===== config.mk =====
export PLATFORM = sky130hd
export DESIGN_NAME = rgb16_pixel_blend_unit_flat
export DESIGN_NICKNAME = d
export VERILOG_FILES = /design/src/rtl/core/rgbpb_pkg.sv /design/src/rtl/core/rgbpb_in_if.sv /design/src/rtl/core/rgbpb_out_if.sv /design/src/rtl/core/rgb16_pixel_blend_unit.sv /design/src/flat_wrapper.sv
export SDC_FILE = /design/constraint.sdc
export NUM_CORES = 1
export LEC_CHECK = 0
export BUFFER_PORTS_ARGS = -buffer_cell sky130_fd_sc_hd__buf_2
export CAP_MARGIN = 10
export CORE_MARGIN = 1.5
export CORE_UTILIZATION = 55
export CTS_CLUSTER_DIAMETER = 80
export DETAILED_ROUTE_END_ITERATION = 8
export PLACE_DENSITY = 0.73
export SYNTH_ARGS = -nofsm -noshare
export SYNTH_HDL_FRONTEND = slang
export SYNTH_SLANG_ARGS = --single-unit

===== constraint.sdc =====
create_clock -name clk -period 6.4 [get_ports clk]
set_clock_uncertainty 0.15 [all_clocks]
set_input_delay 0.64 -clock clk [delete_from_list [all_inputs] [get_ports clk]]
set_output_delay 0.64 -clock clk [all_outputs]
set_load 0.1 [all_outputs]

===== src/rtl/core/rgbpb_pkg.sv =====
// rgbpb_pkg: shared constants and types of the rgb16 pixel blend unit
`default_nettype none
package rgbpb_pkg;

  localparam int unsigned PIX_W = 16;
  localparam int unsigned IDX_W = 8;
  localparam int unsigned CFG_IDX_W = 2;
  localparam int unsigned CFG_DATA_W = 8;

  // configuration register indexes
  localparam logic [CFG_IDX_W-1:0] CFG_PIXEL_FORMAT = 2'd0;
  localparam logic [CFG_IDX_W-1:0] CFG_BLEND_MODE = 2'd1;
  localparam logic [CFG_IDX_W-1:0] CFG_ALPHA_LEVEL = 2'd2;

  // blend_mode register codes
  localparam logic [2:0] MODE_ALPHA = 3'd0;
  localparam logic [2:0] MODE_QUARTER = 3'd1;
  localparam logic [2:0] MODE_EIGHTH = 3'd2;
  localparam logic [2:0] MODE_HALF = 3'd3;
  localparam logic [2:0] MODE_COND = 3'd4;
  localparam logic [2:0] MODE_THREEQ = 3'd5;
  localparam logic [2:0] MODE_OPAQUE = 3'd6;
  localparam logic [2:0] MODE_UNUSED = 3'd7;

  // channel masks, 5:5:5 and 5:6:5
  localparam logic [PIX_W-1:0] M1_555 = 16'h7BDE;
  localparam logic [PIX_W-1:0] M2_555 = 16'h739C;
  localparam logic [PIX_W-1:0] M3_555 = 16'h6318;
  localparam logic [PIX_W-1:0] MRB_555 = 16'h7C1F;
  localparam logic [PIX_W-1:0] MG_555 = 16'h03E0;
  localparam logic [PIX_W-1:0] M1_565 = 16'hF7DE;
  localparam logic [PIX_W-1:0] M2_565 = 16'hE79C;
  localparam logic [PIX_W-1:0] M3_565 = 16'hC718;
  localparam logic [PIX_W-1:0] MRB_565 = 16'hF81F;
  localparam logic [PIX_W-1:0] MG_565 = 16'h07E0;

  localparam int unsigned WGT_W = 5;
  localparam logic [WGT_W-1:0] WGT_MAX = 5'd31;
  localparam int unsigned RB_ACC_W = 21;
  localparam int unsigned G_ACC_W = 17;

  // largest index distance that still counts as opaque in conditional mode
  localparam logic signed [IDX_W:0] COND_DIST = 9'sd2;

  typedef struct packed {
    logic [PIX_W-1:0] new_color;
    logic [PIX_W-1:0] old_color;
    logic             f565;
    logic [2:0]       mode;      // conditional and unused codes already resolved
    logic [WGT_W-1:0] alpha;
  } s1_t;

  typedef struct packed {
    logic [RB_ACC_W-1:0] rb_acc;
    logic [G_ACC_W-1:0]  g_acc;
    logic [PIX_W-1:0]    plain;  // result of every mode but alpha
    logic                f565;
    logic                use_alpha;
  } s2_t;

endpackage
`default_nettype wire


===== src/rtl/core/rgbpb_in_if.sv =====
// rgbpb_in_if: input item channel of the pixel blend unit
`default_nettype none
interface rgbpb_in_if;
  logic                           valid;
  logic                           ready;
  logic [rgbpb_pkg::PIX_W-1:0]    new_color;
  logic [rgbpb_pkg::PIX_W-1:0]    old_color;
  logic [rgbpb_pkg::IDX_W-1:0]    source_index;
  logic [rgbpb_pkg::IDX_W-1:0]    white_map_index;

  modport source (output valid, output new_color, output old_color,
                  output source_index, output white_map_index, input ready);
  modport sink (input valid, input new_color, input old_color,
                input source_index, input white_map_index, output ready);
endinterface
`default_nettype wire


===== src/rtl/core/rgbpb_out_if.sv =====
// rgbpb_out_if: result item channel of the pixel blend unit
`default_nettype none
interface rgbpb_out_if;
  logic                        valid;
  logic                        ready;
  logic [rgbpb_pkg::PIX_W-1:0] pixel_out;

  modport source (output valid, output pixel_out, input ready);
  modport sink (input valid, input pixel_out, output ready);
endinterface
`default_nettype wire


===== src/rtl/core/rgb16_pixel_blend_unit.sv =====
// rgb16_pixel_blend_unit: three-stage 16-bit pixel blender with stall handling
// decode, weight and select stages lie between input accept and pixel_out valid
// one item per cycle while not stalled; each stage holds when the next is full
// the alpha products (four 16x5 multiplies) all sit in the second stage
// reset: all stage valid bits clear; pixel_format 1, blend_mode 3, alpha_level 255
`default_nettype none
module rgb16_pixel_blend_unit (
  input  wire logic                                  clk,
  input  wire logic                                  rst_n,
  input  wire logic                                  cfg_we,
  input  wire logic [rgbpb_pkg::CFG_IDX_W-1:0]       cfg_index,
  input  wire logic [rgbpb_pkg::CFG_DATA_W-1:0]      cfg_wdata,
  rgbpb_in_if.sink                                   in_pix,
  rgbpb_out_if.source                                out_pix
);

  // configuration registers
  logic       pixel_format_r;
  logic [2:0] blend_mode_r;
  logic [7:0] alpha_level_r;

  always_ff @(posedge clk) begin
    if (!rst_n) begin
      pixel_format_r <= 1'b1;
      blend_mode_r <= rgbpb_pkg::MODE_HALF;
      alpha_level_r <= 8'hFF;
    end else if (cfg_we) begin
      unique case (cfg_index)
        rgbpb_pkg::CFG_PIXEL_FORMAT: pixel_format_r <= cfg_wdata[0];
        rgbpb_pkg::CFG_BLEND_MODE:   blend_mode_r <= cfg_wdata[2:0];
        rgbpb_pkg::CFG_ALPHA_LEVEL:  alpha_level_r <= cfg_wdata;
        default: ;
      endcase
    end
  end

  // pipeline flow control
  logic v1_r, v2_r, v3_r;
  logic v1_nxt, v2_nxt, v3_nxt;
  logic load1, load2, load3;

  assign load3 = !v3_r || out_pix.ready;
  assign load2 = !v2_r || load3;
  assign load1 = !v1_r || load2;
  assign in_pix.ready = load1;

  always_comb begin
    v1_nxt = load1 ? in_pix.valid : v1_r;
    v2_nxt = load2 ? v1_r : v2_r;
    v3_nxt = load3 ? v2_r : v3_r;
  end

  always_ff @(posedge clk) begin
    if (!rst_n) begin
      v1_r <= 1'b0;
      v2_r <= 1'b0;
      v3_r <= 1'b0;
    end else begin
      v1_r <= v1_nxt;
      v2_r <= v2_nxt;
      v3_r <= v3_nxt;
    end
  end

  // stage 1: mode decode and conditional test
  rgbpb_pkg::s1_t s1_nxt, s1_r;
  logic signed [rgbpb_pkg::IDX_W:0] idx_diff;
  logic near_idx;

  always_comb begin
    idx_diff = $signed({1'b0, in_pix.source_index}) - $signed({1'b0, in_pix.white_map_index});
    near_idx = (idx_diff <= rgbpb_pkg::COND_DIST) && (idx_diff >= -rgbpb_pkg::COND_DIST);
    s1_nxt.new_color = in_pix.new_color;
    s1_nxt.old_color = in_pix.old_color;
    s1_nxt.f565 = pixel_format_r;
    s1_nxt.alpha = alpha_level_r[7:3];
    unique case (blend_mode_r)
      rgbpb_pkg::MODE_COND:
        s1_nxt.mode = near_idx ? rgbpb_pkg::MODE_OPAQUE : rgbpb_pkg::MODE_HALF;
      rgbpb_pkg::MODE_UNUSED: s1_nxt.mode = rgbpb_pkg::MODE_HALF;
      default: s1_nxt.mode = blend_mode_r;
    endcase
  end

  always_ff @(posedge clk) begin
    if (load1 && in_pix.valid) begin
      s1_r <= s1_nxt;
    end
  end

  // stage 2: weighted sums and the shift-and-mask blends
  rgbpb_pkg::s2_t s2_nxt, s2_r;
  logic [rgbpb_pkg::PIX_W-1:0] m1, m2, m3, mrb, mg;
  logic [rgbpb_pkg::PIX_W-1:0] n_v, o_v, qd, th, half_v;
  logic [rgbpb_pkg::WGT_W-1:0] a_rem;

  always_comb begin
    n_v = s1_r.new_color;
    o_v = s1_r.old_color;
    m1 = s1_r.f565 ? rgbpb_pkg::M1_565 : rgbpb_pkg::M1_555;
    m2 = s1_r.f565 ? rgbpb_pkg::M2_565 : rgbpb_pkg::M2_555;
    m3 = s1_r.f565 ? rgbpb_pkg::M3_565 : rgbpb_pkg::M3_555;
    mrb = s1_r.f565 ? rgbpb_pkg::MRB_565 : rgbpb_pkg::MRB_555;
    mg = s1_r.f565 ? rgbpb_pkg::MG_565 : rgbpb_pkg::MG_555;
    a_rem = rgbpb_pkg::WGT_MAX - s1_r.alpha;

    s2_nxt.rb_acc = rgbpb_pkg::RB_ACC_W'((o_v & mrb) * a_rem)
                  + rgbpb_pkg::RB_ACC_W'((n_v & mrb) * s1_r.alpha);
    s2_nxt.g_acc = rgbpb_pkg::G_ACC_W'((o_v & mg) * a_rem)
                 + rgbpb_pkg::G_ACC_W'((n_v & mg) * s1_r.alpha);

    qd = (o_v & m1) >> 1;
    th = (n_v & m1) >> 1;
    half_v = ((n_v & m1) >> 1) + ((o_v & m1) >> 1);
    unique case (s1_r.mode)
      rgbpb_pkg::MODE_QUARTER: s2_nxt.plain = ((n_v & m2) >> 2) + qd + ((qd & m1) >> 1);
      rgbpb_pkg::MODE_EIGHTH:  s2_nxt.plain = o_v - ((o_v & m3) >> 3) + ((n_v & m3) >> 3);
      rgbpb_pkg::MODE_THREEQ:  s2_nxt.plain = th + ((th & m1) >> 1) + ((o_v & m2) >> 2);
      rgbpb_pkg::MODE_OPAQUE:  s2_nxt.plain = n_v;
      default:                 s2_nxt.plain = half_v;
    endcase
    s2_nxt.f565 = s1_r.f565;
    s2_nxt.use_alpha = (s1_r.mode == rgbpb_pkg::MODE_ALPHA);
  end

  always_ff @(posedge clk) begin
    if (load2 && v1_r) begin
      s2_r <= s2_nxt;
    end
  end

  // stage 3: scale the alpha sums and pick the result
  logic [rgbpb_pkg::PIX_W-1:0] alpha_pix, pix_nxt, pix_r;
  logic [rgbpb_pkg::PIX_W-1:0] mrb3, mg3;
  logic [rgbpb_pkg::RB_ACC_W-1:0] rb_sh;
  logic [rgbpb_pkg::G_ACC_W-1:0] g_sh;

  always_comb begin
    mrb3 = s2_r.f565 ? rgbpb_pkg::MRB_565 : rgbpb_pkg::MRB_555;
    mg3 = s2_r.f565 ? rgbpb_pkg::MG_565 : rgbpb_pkg::MG_555;
    rb_sh = s2_r.rb_acc >> rgbpb_pkg::WGT_W;
    g_sh = s2_r.g_acc >> rgbpb_pkg::WGT_W;
    alpha_pix = (rb_sh[rgbpb_pkg::PIX_W-1:0] & mrb3) | (g_sh[rgbpb_pkg::PIX_W-1:0] & mg3);
    pix_nxt = s2_r.use_alpha ? alpha_pix : s2_r.plain;
  end

  always_ff @(posedge clk) begin
    if (load3 && v2_r) begin
      pix_r <= pix_nxt;
    end
  end

  assign out_pix.valid = v3_r;
  assign out_pix.pixel_out = pix_r;

  // a full, stalled pipeline must refuse new items
  assert property (@(posedge clk) disable iff (!rst_n)
    (v1_r && v2_r && v3_r && !out_pix.ready) |-> !in_pix.ready)
    else $error("input accepted while pipeline full and stalled");

  // a result only appears when the middle stage held an item
  assert property (@(posedge clk) disable iff (!rst_n)
    $rose(v3_r) |-> $past(v2_r))
    else $error("result valid without an item in stage 2");

  // no result in the cycle after reset
  assert property (@(posedge clk)
    !rst_n |=> !out_pix.valid)
    else $error("result valid right after reset");

endmodule
`default_nettype wire


===== src/flat_wrapper.sv =====
// flat-port wrapper written by rule: the top's interface ports become plain ports
module rgb16_pixel_blend_unit_flat 
  (clk, rst_n, cfg_we, cfg_index, cfg_wdata, in_pix_valid, in_pix_new_color, in_pix_old_color, in_pix_source_index, in_pix_white_map_index, in_pix_ready, out_pix_valid, out_pix_pixel_out, out_pix_ready);
  rgbpb_in_if in_pix_i ();
  rgbpb_out_if out_pix_i ();
  input  wire logic clk;
  input  wire logic rst_n;
  input  wire logic cfg_we;
  input  wire logic [rgbpb_pkg::CFG_IDX_W-1:0] cfg_index;
  input  wire logic [rgbpb_pkg::CFG_DATA_W-1:0] cfg_wdata;
  input wire logic [$bits(in_pix_i.valid)-1:0] in_pix_valid;
  input wire logic [$bits(in_pix_i.new_color)-1:0] in_pix_new_color;
  input wire logic [$bits(in_pix_i.old_color)-1:0] in_pix_old_color;
  input wire logic [$bits(in_pix_i.source_index)-1:0] in_pix_source_index;
  input wire logic [$bits(in_pix_i.white_map_index)-1:0] in_pix_white_map_index;
  output wire logic [$bits(in_pix_i.ready)-1:0] in_pix_ready;
  output wire logic [$bits(out_pix_i.valid)-1:0] out_pix_valid;
  output wire logic [$bits(out_pix_i.pixel_out)-1:0] out_pix_pixel_out;
  input wire logic [$bits(out_pix_i.ready)-1:0] out_pix_ready;
  assign in_pix_i.valid = in_pix_valid;
  assign in_pix_i.new_color = in_pix_new_color;
  assign in_pix_i.old_color = in_pix_old_color;
  assign in_pix_i.source_index = in_pix_source_index;
  assign in_pix_i.white_map_index = in_pix_white_map_index;
  assign in_pix_ready = in_pix_i.ready;
  assign out_pix_valid = out_pix_i.valid;
  assign out_pix_pixel_out = out_pix_i.pixel_out;
  assign out_pix_i.ready = out_pix_ready;
  rgb16_pixel_blend_unit u_core (.clk(clk), .rst_n(rst_n), .cfg_we(cfg_we), .cfg_index(cfg_index), .cfg_wdata(cfg_wdata), .in_pix(in_pix_i), .out_pix(out_pix_i));
endmodule

==> run_results.csv <==
group,metric,value,unit
timing,rsz0062_at_grt,"no",
timing,relSlewSlack,41.6,%
place,placed_cells,1603,
synth,syn_inst,1243,
synth,synth_xor_xnor_area_share,3.86,%
final_layout,final_cell_mix,"192 x inv_1, 159 x ha_1, 141 x fa_1",
synth,yosysUniqueCellTypes,63,
pwr,seqPwrFrac,26.6,%
place,pre_cts_ws,0.350,ns
floorplan,die_h,154,um
synth,synth_area,12500,um^2
synth,synth_warnings,0,
global_routing,track_usage,25.9,%
worst_setup_path,worstPathRequired,6.33,ns
place,place_area,13400,um^2
pwr,power_frac_comb,57.7,%
worst_setup_path,start_kind,"flip-flop",
cts,clockBufferDepth,2,
pwr,ir_worst_vdd,184,uV
timing,min_period,6.08,ns
pwr,p_sw,1510,uW
floorplan,coreArea,22000,um^2
pwr,intPower,2100,uW
final_layout,final-instance-count-excl-fill,1620,
place,dpl.hpwl,23400,um
timing,fmax,164,MHz
drt,drc,0,
cts,cts_tree,"built",
final_layout,final_common_cell,"inv_1",
timing,hold_viol_final,0,
worst_setup_path,critPathKind,"reg -> reg",
place,place_congestion,0.930,
floorplan,num_rows,54,
floorplan,dieArea,23600,um^2
outcome,outcome,"finished, final reports clean",
synth,yosys_register_bits,104,
synth,synth-simple-area-share,13.7,%
synth,synth-edff-count,92,
worst_setup_path,cp.arrival,6.01,ns
worst_setup_path,endpoint_kind,"flip-flop",
worst_setup_path,slowest_delay,0.74,ns
global_routing,grt_first_pass_wirelength,47900,um
final_layout,syn_to_final_growth,9.52,%
timing,tightest_slew,0.875,ns
synth,synth_fa_ha_area_share,38.6,%
cts,post-cts-setup-buffer-count,0,
pwr,leakage,0.00647,uW
drt,wl_per_cell,18.0,um
timing,maxSlewViolCount,0,
global_routing,antenna_found_initial,0,
final_layout,multi_input_area,8670,um^2
final_layout,drive_gt1_share,11.9,%
final_layout,fin_area,13700,um^2
flow_run,drv_cap,0,
synth,synth_top_family_by_area,"adder cells",
cts,numCtsBuffers,9,
cts,hold_buffers,0,
cts,insertion_delay,0.37,ns
floorplan,ios,81,
final_layout,regArea,3000,um^2
worst_setup_path,critPathSlowestCell,"edfxtp_1",
place,port-buffer-count,80,
synth,synth.mux.area_fraction,2.16,%
cts,post_cts_resized,0,
pwr,clockPowerShare,15.7,%
cts,cts_sinks,104,
pwr,total_power,3610,uW
cts,htreeDepth,3,
min_path,min_path_type,"reg -> reg",
global_routing,grt_max_degree,42,
worst_setup_path,path_common_cell,"fa_1",
timing,setup_ws,0.317,ns
worst_setup_path,crit_chain,"buf_4 -> nand2b_1 -> fa_1 -> inv_1 -> fa_1 -> inv_1 -> fa_1 -> fa_1 -> fa_1 -> inv_1 -> ha_1 -> a21o_1 -> a21oi_1 -> nor2b_1 -> o21a_1 -> o41ai_1 -> o21bai_1 -> xnor2_1",
synth,ys_async_sr_fraction,0,%
worst_setup_path,cp_max_fo,23,
timing,tns,0,ns
drt,wl,29200,um
synth,synth-seq-area-share,24.1,%
synth,synth_compound_area_share,11.0,%
global_routing,grt_overflow,0,
timing,finalSetupViolCount,0,
pwr,switching_share,41.9,%
drt,vias,9187,
synth,synth_flop_cell,"edfxtp_1",
min_path,hold_path_depth,0,
floorplan,start_util,56.6,%
pwr,power_density,264,nW/um^2
drt,ant_nets,0,
global_routing,grt_pass1_vias,9270,
final_layout,fillers,1797,
floorplan,dieWidth,154,um
drt,drt_iter0_markers,696,
final_layout,n_antenna_cell,0,
cts,cts_root_buffer,"clkbuf_16",
cts,cts.clk_slew.worst_paths,0.09,ns
worst_setup_path,reg2reg_depth,18,
drt,dr.pass1.iters,5,
synth,syn_avg_cell_area,10.0,um^2
drt,viasPerCell,5.67,
final_layout,final_nets,1698,
timing,finalCritPeriodShare,95.0,%
[sequential cells by signal, summed over array words and instances, names as in the netlist]
name	cells
u_core.alpha_level_r	5
u_core.blend_mode_r	3
u_core.g_sh	6
u_core.n_v	16
u_core.o_v	16
u_core.out_pix.pixel_out	16
u_core.out_pix.valid	1
u_core.pixel_format_r	1
u_core.rb_sh	11
u_core.s1_r	9
u_core.s2_r	18
u_core.v1_r	1
u_core.v2_r	1
[power by group through the flow]
stage / registers [uW] / clock network, uW / logic (uW)
3_5_place_dp: 977 / 0 / 2030
3_3_place_gp: 975 / 0 / 1980
5_1_grt: 970 / 606 / 2350
6_report: 961 / 565 / 2080
4_1_cts: 962 / 575 / 2070
2_1_floorplan: 1000 / 0 / 1530
[metal layers]
layer  wire length [um]  track usage [%]
met1              13300             36.9
met2              13500             42.3
met3               1900             3.49
met4                463             6.01
met5                  0                0
[stage by stage]
stage / hold WS [ns] / utilization, %
global placement: 0.263 / 60.6
CTS: 0.287 / 62.0
detailed placement: 0.269 / 60.6
floorplan: 0.258 / -
global route: 0.285 / 62.0
finish: 0.285 / 62.0
[synthesized netlist by cell type (17+ instances only)]
library cell | instances | area (um^2)
o21ai_0 | 46 | 230
a21o_1 | 20 | 150
and2_1 | 62 | 388
nand2_1 | 56 | 210
xor2_1 | 23 | 201
o21a_1 | 17 | 128
clkbuf_1 | 27 | 101
nor2_1 | 81 | 304
edfxtp_1 | 92 | 2760
fa_1 | 141 | 2820
inv_1 | 192 | 721
xnor2_1 | 32 | 280
a21oi_1 | 49 | 245
ha_1 | 159 | 1990
nand2b_1 | 52 | 325
[critical path, delay by kind of cell, from the launching register on]
kind / cells / cell delay, ns
adders and majority gates: 6 / 2.81
AOI/OAI and AO/OA: 5 / 1.17
DFF: 1 / 0.74
buffers and inverters: 4 / 0.47
and+or+nand+nor: 2 / 0.27
xor gates and xnor gates: 1 / 0.17
[cell families after synthesis]
family,after synthesis
buffers and inverters,221
AND/OR/NAND/NOR,329
flip-flops,104
XOR/XNOR,55
multiplexers,25
other,1
adder cells (fa/ha/maj),300
AO/OA/AOI/OAI,208
[final timing paths]
kind / startpoint / to / slack [ns]
hold reg to reg: u_core.alpha_level_r[4] / u_core.s1_r[1] / 0.29
setup / recovery: u_core.s1_r[2] / u_core.g_sh[10] / 0.32
setup reg to reg: u_core.s1_r[2] / u_core.g_sh[10] / 0.32
hold / removal: u_core.alpha_level_r[4] / u_core.s1_r[1] / 0.29
[area by class of cell]
class                   count  area share (%)
flip-flops and latches    104            22.0
inverters                 192            5.28
clock buffers               9            1.65
well taps                 280            2.56
clock inverters             7           0.540
repair buffers            109            4.52
multi-input cells         919            63.5
Power figures use the tool's default switching activity.
